<file path="src/rtl/stk_pkg.sv">
// stk_pkg: shared constants, command codes and controller/datapath link types
// for the sorted key table; no dependencies

package stk_pkg;

    // table geometry
    localparam int CAPACITY = 64;
    localparam int IDX_W    = $clog2(CAPACITY);
    localparam int CNT_W    = $clog2(CAPACITY + 1);

    // field widths
    localparam int CMD_W   = 2;
    localparam int KEY_W   = 16;
    localparam int VAL_W   = 16;
    localparam int TOTAL_W = 7;
    localparam int ENTRY_W = KEY_W + VAL_W;

    // command codes
    localparam logic [CMD_W-1:0] CMD_SET   = 2'd0;
    localparam logic [CMD_W-1:0] CMD_GET   = 2'd1;
    localparam logic [CMD_W-1:0] CMD_CLEAR = 2'd2;

    // controller to datapath commands
    typedef struct packed {
        logic latch;       // capture request, start search window
        logic rd_mid;      // read entry at window midpoint
        logic cmp;         // narrow window from read key
        logic clear_count; // empty the table
        logic flag_full;   // mark insert refused
        logic shift_rd;    // read entry below shift index
        logic shift_wr;    // move read entry up, step index down
        logic wr_pos;      // write key and value at search position
        logic inc_count;   // one more entry held
        logic out_load;    // load result register
    } stk_ctl_t;

    // datapath to controller status
    typedef struct packed {
        logic is_search;   // latched command is set or get
        logic is_get;
        logic is_clear;
        logic search_end;  // window closed
        logic hit;         // key found during search
        logic full;        // table holds CAPACITY entries
        logic shift_end;   // shift index reached insert position
        logic out_free;    // result register can take a result
    } stk_sts_t;

endpackage

</file>
<file path="src/rtl/stk_req_if.sv">
// stk_req_if: request channel (command, key, value) with valid/ready
// depends on stk_pkg

interface stk_req_if;
    import stk_pkg::*;

    logic             valid;
    logic             ready;
    logic [CMD_W-1:0] command;
    logic [KEY_W-1:0] key;
    logic [VAL_W-1:0] value;

    modport source (output valid, output command, output key, output value, input ready);
    modport sink   (input valid, input command, input key, input value, output ready);
endinterface

</file>
<file path="src/rtl/stk_rsp_if.sv">
// stk_rsp_if: result channel (found, result_value, status, entry_total)
// depends on stk_pkg

interface stk_rsp_if;
    import stk_pkg::*;

    logic               valid;
    logic               ready;
    logic               found;
    logic [VAL_W-1:0]   result_value;
    logic               status;
    logic [TOTAL_W-1:0] entry_total;

    modport source (output valid, output found, output result_value, output status,
                    output entry_total, input ready);
    modport sink   (input valid, input found, input result_value, input status,
                    input entry_total, output ready);
endinterface

</file>
<file path="src/rtl/stk_ram.sv">
// stk_ram: generic single write, single read port ram with registered read
// no dependencies

module stk_ram #(
    parameter int WIDTH = 32,
    parameter int DEPTH = 64
) (
    input  logic                     clk,
    input  logic                     we,
    input  logic [$clog2(DEPTH)-1:0] waddr,
    input  logic [WIDTH-1:0]         wdata,
    input  logic                     re,
    input  logic [$clog2(DEPTH)-1:0] raddr,
    output logic [WIDTH-1:0]         rdata
);
    logic [WIDTH-1:0] mem [DEPTH];

    // write port
    always_ff @(posedge clk)
    begin
        if (we)
        begin
            mem[waddr] <= wdata;
        end
    end

    // registered read port
    always_ff @(posedge clk)
    begin
        if (re)
        begin
            rdata <= mem[raddr];
        end
    end
endmodule

</file>
<file path="src/rtl/stk_ctrl.sv">
// stk_ctrl: sequencing state machine for search, update, insert shift and result
// depends on stk_pkg

module stk_ctrl (
    input  logic               clk,
    input  logic               rst_n,
    input  logic               req_valid,
    output logic               req_ready,
    input  stk_pkg::stk_sts_t  sts,
    output stk_pkg::stk_ctl_t  ctl
);
    import stk_pkg::*;

    localparam logic [2:0] S_IDLE     = 3'd0;
    localparam logic [2:0] S_SEARCH   = 3'd1;
    localparam logic [2:0] S_COMPARE  = 3'd2;
    localparam logic [2:0] S_RESOLVE  = 3'd3;
    localparam logic [2:0] S_SHIFT_WR = 3'd4;
    localparam logic [2:0] S_DONE     = 3'd5;

    logic [2:0] state_reg;
    logic [2:0] state_next;

    // state register
    always_ff @(posedge clk or negedge rst_n)
    begin
        if (!rst_n)
        begin
            state_reg <= S_IDLE;
        end
        else
        begin
            state_reg <= state_next;
        end
    end

    // next state and command decode
    always_comb
    begin
        state_next = state_reg;
        ctl        = '0;
        req_ready  = 1'b0;
        unique case (state_reg)
            S_IDLE:
            begin
                req_ready = 1'b1;
                if (req_valid)
                begin
                    ctl.latch  = 1'b1;
                    state_next = S_SEARCH;
                end
            end
            S_SEARCH:
            begin
                priority if (!sts.is_search)
                begin
                    ctl.clear_count = sts.is_clear;
                    state_next      = S_DONE;
                end
                else if (sts.search_end)
                begin
                    state_next = S_RESOLVE;
                end
                else
                begin
                    ctl.rd_mid = 1'b1;
                    state_next = S_COMPARE;
                end
            end
            S_COMPARE:
            begin
                ctl.cmp    = 1'b1;
                state_next = S_SEARCH;
            end
            S_RESOLVE:
            begin
                priority if (sts.is_get)
                begin
                    state_next = S_DONE;
                end
                else if (sts.hit)
                begin
                    ctl.wr_pos = 1'b1;
                    state_next = S_DONE;
                end
                else if (sts.full)
                begin
                    ctl.flag_full = 1'b1;
                    state_next    = S_DONE;
                end
                else if (sts.shift_end)
                begin
                    ctl.wr_pos    = 1'b1;
                    ctl.inc_count = 1'b1;
                    state_next    = S_DONE;
                end
                else
                begin
                    ctl.shift_rd = 1'b1;
                    state_next   = S_SHIFT_WR;
                end
            end
            S_SHIFT_WR:
            begin
                ctl.shift_wr = 1'b1;
                state_next   = S_RESOLVE;
            end
            S_DONE:
            begin
                if (sts.out_free)
                begin
                    ctl.out_load = 1'b1;
                    state_next   = S_IDLE;
                end
            end
            default:
            begin
                state_next = S_IDLE;
            end
        endcase
    end
endmodule

</file>
<file path="src/rtl/stk_datapath.sv">
// stk_datapath: entry ram, search window, shift index, entry count and result register
// depends on stk_pkg and stk_ram

module stk_datapath (
    input  logic                        clk,
    input  logic                        rst_n,
    input  stk_pkg::stk_ctl_t           ctl,
    output stk_pkg::stk_sts_t           sts,
    input  logic [stk_pkg::CMD_W-1:0]   req_command,
    input  logic [stk_pkg::KEY_W-1:0]   req_key,
    input  logic [stk_pkg::VAL_W-1:0]   req_value,
    output logic                        rsp_valid,
    input  logic                        rsp_ready,
    output logic                        rsp_found,
    output logic [stk_pkg::VAL_W-1:0]   rsp_result_value,
    output logic                        rsp_status,
    output logic [stk_pkg::TOTAL_W-1:0] rsp_entry_total
);
    import stk_pkg::*;

    // latched request payload
    logic [CMD_W-1:0]   cmd_reg;
    logic [KEY_W-1:0]   key_reg;
    logic [VAL_W-1:0]   val_reg;

    // search and shift state
    logic [CNT_W-1:0]   lo_reg;
    logic [CNT_W-1:0]   hi_reg;
    logic [CNT_W-1:0]   idx_reg;
    logic [CNT_W-1:0]   count_reg;
    logic               hit_reg;
    logic               full_reg;
    logic [VAL_W-1:0]   hit_val_reg;

    // result register
    logic               out_valid_reg;
    logic               out_found_reg;
    logic [VAL_W-1:0]   out_value_reg;
    logic               out_status_reg;
    logic [TOTAL_W-1:0] out_total_reg;

    logic [CNT_W-1:0]   mid;
    logic [CNT_W-1:0]   idx_m1;
    logic [KEY_W-1:0]   rd_key;
    logic [VAL_W-1:0]   rd_val;
    logic               ram_we;
    logic [IDX_W-1:0]   ram_waddr;
    logic [ENTRY_W-1:0] ram_wdata;
    logic               ram_re;
    logic [IDX_W-1:0]   ram_raddr;
    logic [ENTRY_W-1:0] ram_rdata;

    // window midpoint and shift source index
    assign mid    = lo_reg + ((hi_reg - lo_reg) >> 1);
    assign idx_m1 = idx_reg - CNT_W'(1);
    assign rd_key = ram_rdata[ENTRY_W-1:VAL_W];
    assign rd_val = ram_rdata[VAL_W-1:0];

    // ram port selection
    assign ram_re    = ctl.rd_mid || ctl.shift_rd;
    assign ram_raddr = ctl.rd_mid ? mid[IDX_W-1:0] : idx_m1[IDX_W-1:0];
    assign ram_we    = ctl.wr_pos || ctl.shift_wr;
    assign ram_waddr = ctl.shift_wr ? idx_reg[IDX_W-1:0] : lo_reg[IDX_W-1:0];
    assign ram_wdata = ctl.shift_wr ? ram_rdata : {key_reg, val_reg};

    stk_ram #(
        .WIDTH (ENTRY_W),
        .DEPTH (CAPACITY)
    ) u_entry_ram (
        .clk   (clk),
        .we    (ram_we),
        .waddr (ram_waddr),
        .wdata (ram_wdata),
        .re    (ram_re),
        .raddr (ram_raddr),
        .rdata (ram_rdata)
    );

    // request payload capture
    always_ff @(posedge clk)
    begin
        if (ctl.latch)
        begin
            cmd_reg <= req_command;
            key_reg <= req_key;
            val_reg <= req_value;
        end
    end

    // search window, shift index and hit capture
    always_ff @(posedge clk)
    begin
        priority if (ctl.latch)
        begin
            lo_reg  <= '0;
            hi_reg  <= count_reg;
            idx_reg <= count_reg;
        end
        else if (ctl.cmp)
        begin
            if (rd_key < key_reg)
            begin
                lo_reg <= mid + CNT_W'(1);
            end
            else
            begin
                hi_reg <= mid;
            end
        end
        else if (ctl.shift_wr)
        begin
            idx_reg <= idx_m1;
        end
        if (ctl.cmp && (rd_key == key_reg))
        begin
            hit_val_reg <= rd_val;
        end
    end

    // control flags and entry count
    always_ff @(posedge clk or negedge rst_n)
    begin
        if (!rst_n)
        begin
            count_reg <= '0;
            hit_reg   <= 1'b0;
            full_reg  <= 1'b0;
        end
        else
        begin
            priority if (ctl.latch)
            begin
                hit_reg  <= 1'b0;
                full_reg <= 1'b0;
            end
            else if (ctl.cmp && (rd_key == key_reg))
            begin
                hit_reg <= 1'b1;
            end
            else if (ctl.flag_full)
            begin
                full_reg <= 1'b1;
            end
            priority if (ctl.clear_count)
            begin
                count_reg <= '0;
            end
            else if (ctl.inc_count)
            begin
                count_reg <= count_reg + CNT_W'(1);
            end
        end
    end

    // result register handshake
    always_ff @(posedge clk or negedge rst_n)
    begin
        if (!rst_n)
        begin
            out_valid_reg <= 1'b0;
        end
        else if (ctl.out_load)
        begin
            out_valid_reg <= 1'b1;
        end
        else if (rsp_ready)
        begin
            out_valid_reg <= 1'b0;
        end
    end

    // result payload
    always_ff @(posedge clk)
    begin
        if (ctl.out_load)
        begin
            out_found_reg  <= hit_reg;
            out_value_reg  <= ((cmd_reg == CMD_GET) && hit_reg) ? hit_val_reg : '0;
            out_status_reg <= full_reg;
            out_total_reg  <= TOTAL_W'(count_reg);
        end
    end

    // status to controller
    assign sts.is_search  = (cmd_reg == CMD_SET) || (cmd_reg == CMD_GET);
    assign sts.is_get     = (cmd_reg == CMD_GET);
    assign sts.is_clear   = (cmd_reg == CMD_CLEAR);
    assign sts.search_end = (lo_reg == hi_reg);
    assign sts.hit        = hit_reg;
    assign sts.full       = (count_reg >= CNT_W'(CAPACITY));
    assign sts.shift_end  = (idx_reg == lo_reg);
    assign sts.out_free   = !out_valid_reg || rsp_ready;

    assign rsp_valid        = out_valid_reg;
    assign rsp_found        = out_found_reg;
    assign rsp_result_value = out_value_reg;
    assign rsp_status       = out_status_reg;
    assign rsp_entry_total  = out_total_reg;
endmodule

</file>
<file path="src/rtl/sorted_key_table_unit.sv">
// sorted_key_table_unit: top level of the sorted key table
// depends on stk_pkg, stk_req_if, stk_rsp_if, stk_ctrl, stk_datapath
//
//   channel  role    fields
//   -------  ------  -------------------------------------------
//   req      sink    command[1:0], key[15:0], value[15:0]
//   rsp      source  found, result_value[15:0], status, entry_total[6:0]
//
// one request at a time; a search reads the window midpoint on the single ram read
// port and narrows the window until it closes, with accept, window end check,
// resolve and result steps around it; an insert moves each entry above the insert
// position up one place (read then write); clear and unused codes skip the search
// reset clears count, flags and result valid; the entry ram needs no clearing pass
// a result waits in the output register while the next request is taken and
// worked on; that request then holds in its last step until the result moves

module sorted_key_table_unit (
    input  logic      clk,
    input  logic      rst_n,
    stk_req_if.sink   req,
    stk_rsp_if.source rsp
);
    import stk_pkg::*;

    stk_ctl_t ctl;
    stk_sts_t sts;

    // sequencing
    stk_ctrl u_ctrl (
        .clk       (clk),
        .rst_n     (rst_n),
        .req_valid (req.valid),
        .req_ready (req.ready),
        .sts       (sts),
        .ctl       (ctl)
    );

    // storage and result
    stk_datapath u_datapath (
        .clk              (clk),
        .rst_n            (rst_n),
        .ctl              (ctl),
        .sts              (sts),
        .req_command      (req.command),
        .req_key          (req.key),
        .req_value        (req.value),
        .rsp_valid        (rsp.valid),
        .rsp_ready        (rsp.ready),
        .rsp_found        (rsp.found),
        .rsp_result_value (rsp.result_value),
        .rsp_status       (rsp.status),
        .rsp_entry_total  (rsp.entry_total)
    );
endmodule

</file>
<file path="src/flat_wrapper.sv">
// flat-port wrapper written by rule: the top's interface ports become plain ports
module sorted_key_table_unit_flat import stk_pkg::*;
  (clk, rst_n, req_valid, req_command, req_key, req_value, req_ready, rsp_valid, rsp_found, rsp_result_value, rsp_status, rsp_entry_total, rsp_ready);
  stk_req_if req_i ();
  stk_rsp_if rsp_i ();
  input  logic clk;
  input  logic rst_n;
  input wire logic [$bits(req_i.valid)-1:0] req_valid;
  input wire logic [$bits(req_i.command)-1:0] req_command;
  input wire logic [$bits(req_i.key)-1:0] req_key;
  input wire logic [$bits(req_i.value)-1:0] req_value;
  output wire logic [$bits(req_i.ready)-1:0] req_ready;
  output wire logic [$bits(rsp_i.valid)-1:0] rsp_valid;
  output wire logic [$bits(rsp_i.found)-1:0] rsp_found;
  output wire logic [$bits(rsp_i.result_value)-1:0] rsp_result_value;
  output wire logic [$bits(rsp_i.status)-1:0] rsp_status;
  output wire logic [$bits(rsp_i.entry_total)-1:0] rsp_entry_total;
  input wire logic [$bits(rsp_i.ready)-1:0] rsp_ready;
  assign req_i.valid = req_valid;
  assign req_i.command = req_command;
  assign req_i.key = req_key;
  assign req_i.value = req_value;
  assign req_ready = req_i.ready;
  assign rsp_valid = rsp_i.valid;
  assign rsp_found = rsp_i.found;
  assign rsp_result_value = rsp_i.result_value;
  assign rsp_status = rsp_i.status;
  assign rsp_entry_total = rsp_i.entry_total;
  assign rsp_i.ready = rsp_ready;
  sorted_key_table_unit u_core (.clk(clk), .rst_n(rst_n), .req(req_i), .rsp(rsp_i));
endmodule
</file>
<file path="config.mk">
export PLATFORM = sky130hd
export DESIGN_NAME = sorted_key_table_unit_flat
export DESIGN_NICKNAME = d
export VERILOG_FILES = /design/src/rtl/stk_pkg.sv /design/src/rtl/stk_req_if.sv /design/src/rtl/stk_rsp_if.sv /design/src/rtl/stk_ram.sv /design/src/rtl/stk_ctrl.sv /design/src/rtl/stk_datapath.sv /design/src/rtl/sorted_key_table_unit.sv /design/src/flat_wrapper.sv
export SDC_FILE = /design/constraint.sdc
export NUM_CORES = 2
export LEC_CHECK = 0
export BUFFER_PORTS_ARGS = -buffer_cell sky130_fd_sc_hd__buf_2
export CORE_UTILIZATION = 25
export CTS_CLUSTER_DIAMETER = 80
export DETAILED_ROUTE_END_ITERATION = 12
export PLACE_DENSITY = 0.44
export REMOVE_ABC_BUFFERS = 1
export SLEW_MARGIN = 40
export SYNTH_ARGS = -nofsm -noshare
export SYNTH_HDL_FRONTEND = slang
export SYNTH_SLANG_ARGS = --single-unit
</file>
<file path="constraint.sdc">
create_clock -name clk -period 6.8 [get_ports clk]
set_input_delay 1.36 -clock clk [delete_from_list [all_inputs] [get_ports clk]]
set_output_delay 1.36 -clock clk [all_outputs]
set_load 0.02 [all_outputs]
</file>
# Word level (Yosys, flattened, before mapping)
# Memory sizes are Yosys's and may differ from the RTL's. A register that Yosys moved wholly into a read port is not among the register bits.
# Index checks and enable logic that the tools add are counted.
# W data, S select, Z words.
totals:
  regBits: 109
  ramBits: 2048
  input_bits: 38
  output_inout_bits: 27
  mem_count: 1
memory_table:
  columns: ["memory", "depth", "width", "read_ports", "rd_clocked_by_memory_dff", "wr", "line_no", "source"]
  rows:
  - ["u_core.u_datapath.u_entry_ram.mem", 64, 32, 1, 1, 1, "stk_ram.sv:16", "logic [WIDTH-1:0] mem [DEPTH];"]
classes:
  add_sub_neg: 5
  magnitude_cmp: 2
  n_eq_ne: 15
  muxes: 53
  n_reduce_logical: 20
ops:
  columns: ["operator", "n"]
  rows:
  - ["$mux W7", 8]
  - ["$mux W32", 1]
  - ["$mux W1", 28]
  - ["$mux W3", 6]
  - ["$pmux W3 S6", 1]
  - ["$eq A16 B16 Y1", 1]
  - ["$lt A16 B16 Y1", 1]
  - ["$add A7 B1 Y7 const B", 2]
  - ["$eq A7 B7 Y1", 2]
  - ["$mux W2", 7]
  - ["$mux W6", 2]
  - ["$reduce_bool A2 Y1", 6]
  - ["$reduce_and A2 Y1", 5]
  - ["$ne A2 B1 Y1 const B", 4]
  - ["$add A7 B6 Y7", 1]
  - ["$ge A7 B7 Y1 const B", 1]
  - ["$sub A7 B1 Y7 const B", 1]
  - ["$sub A7 B7 Y7", 1]
  - ["$eq A3 B2 Y1 const B", 2]
  - ["$eq A3 B3 Y1 const B", 2]
  - ["$logic_or A1 B1 Y1", 4]
  - ["$eq A3 B1 Y1 const B", 1]
  - ["$logic_not A3 Y1", 1]
  - ["$eq A2 B1 Y1 const B", 1]
  - ["other kinds (5)", 6]

# Depth between registers and ports, before layout
depth:
  depth_word: 9
  ltp_mapped: 20

# Modules after synthesis
# Synthesis repeated with hierarchy kept, for this count alone.
unflattened:
  hier_cells: 3808
  hier_area_um2: 84522.3
by_module_without_submodules:
  columns: ["mod", "n_inst", "cells_each", "area_per_inst_um2", "seq_area_each_um2"]
  rows:
  - ["stk_ram", 1, 3324, 78835.6, 62459.9]
  - ["stk_datapath", 1, 444, 5376.4, 3062.9]
  - ["stk_ctrl", 1, 40, 310.3, 75.1]

# Worst setup path after synthesis
# No wires, ideal clock.
synth_timing:
  path_kind: "register -> register"
  start: "reg u_core.u_ctrl.state_reg[0]"
  end: "mem u_core.u_datapath.u_entry_ram.mem[0][17], data pin"
  t_arrival_ns: 3.735
  slack_ns: 2.363
  path_stages_with_launch: 6
  path_cell_list: "dfrtp_1 > clkbuf_1 > nor3b_1 > clkbuf_1 > clkbuf_1 > o21ai_0"
synth_between:
  elab_chain_len: 3
synth_rtl:
  columns: ["item", "line_no", "source"]
  rows:
  - ["start, declared", "stk_ctrl.sv:21", "logic [2:0] state_reg;"]
  - ["start signal, assigned", "stk_ctrl.sv:33", "state_reg <= state_next;"]
  - ["$eq A3 B3 Y1", "stk_ctrl.sv:43", "unique case (state_reg)"]
  - ["$mux W1", "stk_ctrl.sv:43", null]
  - ["$mux W32", "stk_datapath.sv:64", "assign ram_wdata = ctl.shift_wr ? ram_rdata : {key_reg, val_reg};"]
  - ["via u_core.u_datapath.ram_wdata[17]", "stk_datapath.sv:48", "logic [ENTRY_W-1:0] ram_wdata;"]
  - ["end, declared", "stk_ram.sv:16", null]
# The timed path passes the listed nets, and every way through them passes these cells.

# Worst setup path in the final report
layout_timing:
  start: "reg u_core.u_datapath.lo_reg[2]"
  end: "reg u_core.u_datapath.u_entry_ram.rdata[0] (read register of u_core.u_datapath.u_entry_ram.mem), data pin"
layout_between:
  elab_chain_len: 7
layout_rtl:
  columns: ["item", "line_no", "source"]
  rows:
  - ["start, declared", "stk_datapath.sv:27", "logic [CNT_W-1:0] lo_reg;"]
  - ["start signal, assigned", "stk_datapath.sv:103", "lo_reg <= mid + CNT_W'(1);"]
  - ["branches (longest 7 deep; another with $sub A7 B7 Y7)", null, null]
  - ["end, declared", "stk_ram.sv:14", "output logic [WIDTH-1:0] rdata"]
# Parallel ways; which one is timed is not known.
# A chain may end at the register's enable or synchronous reset.

==> results by group <==
Outcome
  – Run status: finished clean

Hold path
  – Type of the most critical hold path: in2async

STA
  – Final count of pins violating max slew: 0
  – Post-route fraction of the period consumed by the critical path: 0.919
  – Max-slew headroom at the worst pin: 0.358
  – RSZ-0062 raised after global routing: false
  – Maximum clock rate: 0.160 GHz
  – Transition at the pin with the smallest max-transition slack: 0.955 ns
  – Hold Violations, Final: 0
  – Post-layout minimum cycle time: 6.25 ns
  – Setup clock skew after layout: 0.0926 ns
  – Final setup violating endpoints: 0

Placed design
  – Final estimated routing congestion in global placement: 0.858
  – Number of buffer cells added on primary ports: 64
  – Post-DP HPWL: 201000 um
  – Placed cell area: 95200 um2

Layout
  – Leading cell type in the layout, fill and taps excluded: edfxtp_1
  – Area of the multi-input gates: 20400 um2
  – Number of flip-flops in the largest register: 2048
  – Post-route cell area: 102000 um2
  – Filler cell count: 34600
  – Total number of nets in the final design: 6532
  – Synth-to-layout area growth: 17.5%
  – Commonest cells after routing, fill and taps aside: edfxtp_1 (2169), nand2_1 (1442), nand3_1 (592)
  – Largest registers ranked by flip-flop count: u_core.u_datapath.u_entry_ram.mem (2048), u_core.u_datapath.u_entry_ram.rdata (32)
  – Fraction of layout instances using a drive strength above 1: 0.127
  – Storage element area: 65600 um2
  – Largest register by flop count: u_core.u_datapath.u_entry_ram.mem

Global route
  – Pin count of the biggest net entering global routing: 133
  – Initial antenna violation count: 36
  – All-layer global routing usage: 0.180
  – Grt ovf: 0
  – Number of global-route vias before repair: 52700
  – Global-route wire length before repair: 442000 um

Floorplan
  – Area of the core region: 346000 um2
  – I/O pin total: 65
  – Site Rows: 216
  – Floorplan die width: 592 um
  – Effective utilization at floorplan: 0.251
  – Area of the die: 350000 um2
  – Die H: 592 um

Worst setup path
  – Worst setup EP type: flip-flop
  – Slack of the worst reg-to-reg path: 0.55 ns
  – Critical Path Source Type: flip-flop
  – Required time at the worst-slack endpoint: 7.41 ns
  – Arrival time of data at the critical path endpoint: 6.86 ns
  – Critical path fanouts, max: 19
  – Worst Path Class, Setup: reg2reg

Clocking
  – Post-CTS Setup Inserts: 0
  – Clock Root Buffer: clkbuf_16
  – Clock insertion delay at the later pin of the skew report: 0.93 ns
  – Resized cells post-CTS: 0
  – Clock Pin Slew Worst Setup and Hold Paths: 0.06 ns
  – Number of sinks driven by the clock tree: 2189
  – Clock tree from TritonCTS: built
  – Num CTS Buffers: 231
  – Worst-case clock buffer depth: 4
  – H-tree levels: 4
  – Number of hold buffers added after CTS: 0

Synth
  – Register bit count reported by yosys: 2189
  – Yosys Warn Count: 0
  – Count of flip-flops with a built-in enable after synthesis: 2169
  – Distinct cells, synth: 85
  – Yosys top cell area share: 0.749
  – Number of instances in the synthesized netlist: 6243
  – Syn avg cell area: 13.9 um2
  – Sequential fraction of the synthesis area: 0.754
  – Async set-reset flop share out of synthesis: 0.00594
  – Top flip-flop cell by instance count after synthesis: edfxtp_1
  – Synth top area cells: edfxtp_1 (75%), nand2_1 (6.3%), nand3_1 (3.4%), mux2i_1 (2.0%), a21oi_1 (1.9%)
  – Library cell with the largest summed area after synthesis: edfxtp_1
  – Netlist Area Pre-Place: 87000 um2

Run
  – Max-Cap Viols: 0

Drt
  – DRC violations left: 0
  – Iteration-0 DRC count of the detailed router: 6574
  – Antenna Nets Post-Route: 0
  – Mean number of vias per cell: 4.96
  – Average wire length per cell after detail routing: 28.7 um
  – DRT Wirelength: 323000 um
  – Drt pass-1 iters: 6
  – Detailed-route via count: 55800
-- synthesized netlist by cell type, types with 7 or more instances --
library cell,number
a31oi_1,67
a211oi_1,56
buf_4,14
a21o_1,13
or3_1,8
a311oi_1,7
and3_1,27
o221ai_1,9
o21ai_0,69
o31ai_1,17
edfxtp_1,2169
o22ai_1,21
a21boi_0,7
inv_1,48
xor2_1,8
o2111ai_1,8
mux2_2,22
dfrtp_1,13
buf_2,200
a2bb2oi_1,9
a21oi_1,322
or4_1,26
nor2_1,136
a221oi_1,9
nor4_1,8
nand3_1,595
a211o_1,12
nand2_1,1451
dfxtp_1,7
clkbuf_1,106
buf_1,60
a32oi_1,68
o211ai_1,23
o21a_1,13
nand4_1,101
mux2i_1,174
xnor2_1,25
a22oi_1,131
nor3_1,36
ha_1,32
-- final timing paths --
check	cells after the start	from	endpoint
worst max-delay path	17	u_core.u_datapath.lo_reg[2]	u_core.u_datapath.u_entry_ram.rdata[0]
worst min-delay path	1	rst_n	u_core.u_datapath.count_reg[3]
worst max register to register	17	u_core.u_datapath.lo_reg[2]	u_core.u_datapath.u_entry_ram.rdata[0]
worst min register to register	0	u_core.u_datapath.full_reg	u_core.u_datapath.rsp_status
max in group asynchronous	1	rst_n	u_core.u_datapath.rsp_valid
min in group clk	0	u_core.u_datapath.full_reg	u_core.u_datapath.rsp_status
-- critical path: stages, from the launching register on --
cell and delay, ns:
dfxtp_1 0.51, inv_1 0.14, ha_1 0.38, a21o_1 0.21, a21oi_1 0.24, o21bai_1 0.09, a21oi_1 0.18, xnor2_1 0.08
ha_1 0.46, xnor2_1 0.31, nor2_1 0.12, a211oi_1 0.41, a22o_1 0.46, nor2_2 0.09, buf_4 0.30, a22oi_1 0.64
nand4_1 0.68, or4_1 0.63
-- routing by layer --
layer  global-route usage  share of wire
met5                    0       0.000071
met4               0.0510          0.029
met3               0.0272          0.069
met2                0.288           0.46
met1                0.251           0.44
-- per-stage QoR --
step	setup TNS, ns	instances	util	setup WS, ns	hold WS [ns]
6_report	0	11200	0.295	0.551	0.383
3_5_place_dp	0	10800	0.275	0.488	0.450
3_3_place_gp	0	10800	0.273	0.464	0.448
4_1_cts	0	11200	0.295	0.513	0.340
2_1_floorplan	-3331.23	5860	-	-17.38	0.420
5_1_grt	0	11200	0.295	0.339	0.372
-- layout make-up --
| class | count | share of cell area |
|---|---|---|
| diodes | 29 | 0.000710 |
| flip-flops and latches | 2189 | 0.642 |
| clock buffers | 279 | 0.0585 |
| multi-input cells | 3623 | 0.200 |
| inverters | 48 | 0.00179 |
| clock inverters | 135 | 0.00841 |
| repair buffers | 367 | 0.0333 |
| well taps | 4578 | 0.0560 |
-- cells by family after synthesis --
group / share of synthesized area
flops: 0.754
mux: 0.0229
simple gates: 0.122
compound gates: 0.0697
fa+ha+maj: 0.00506
buf+inv: 0.0223
xor+xnor: 0.00370
Power is not shown: default switching activity piles up to over one toggle a cycle in this logic, so the estimate is an artifact.
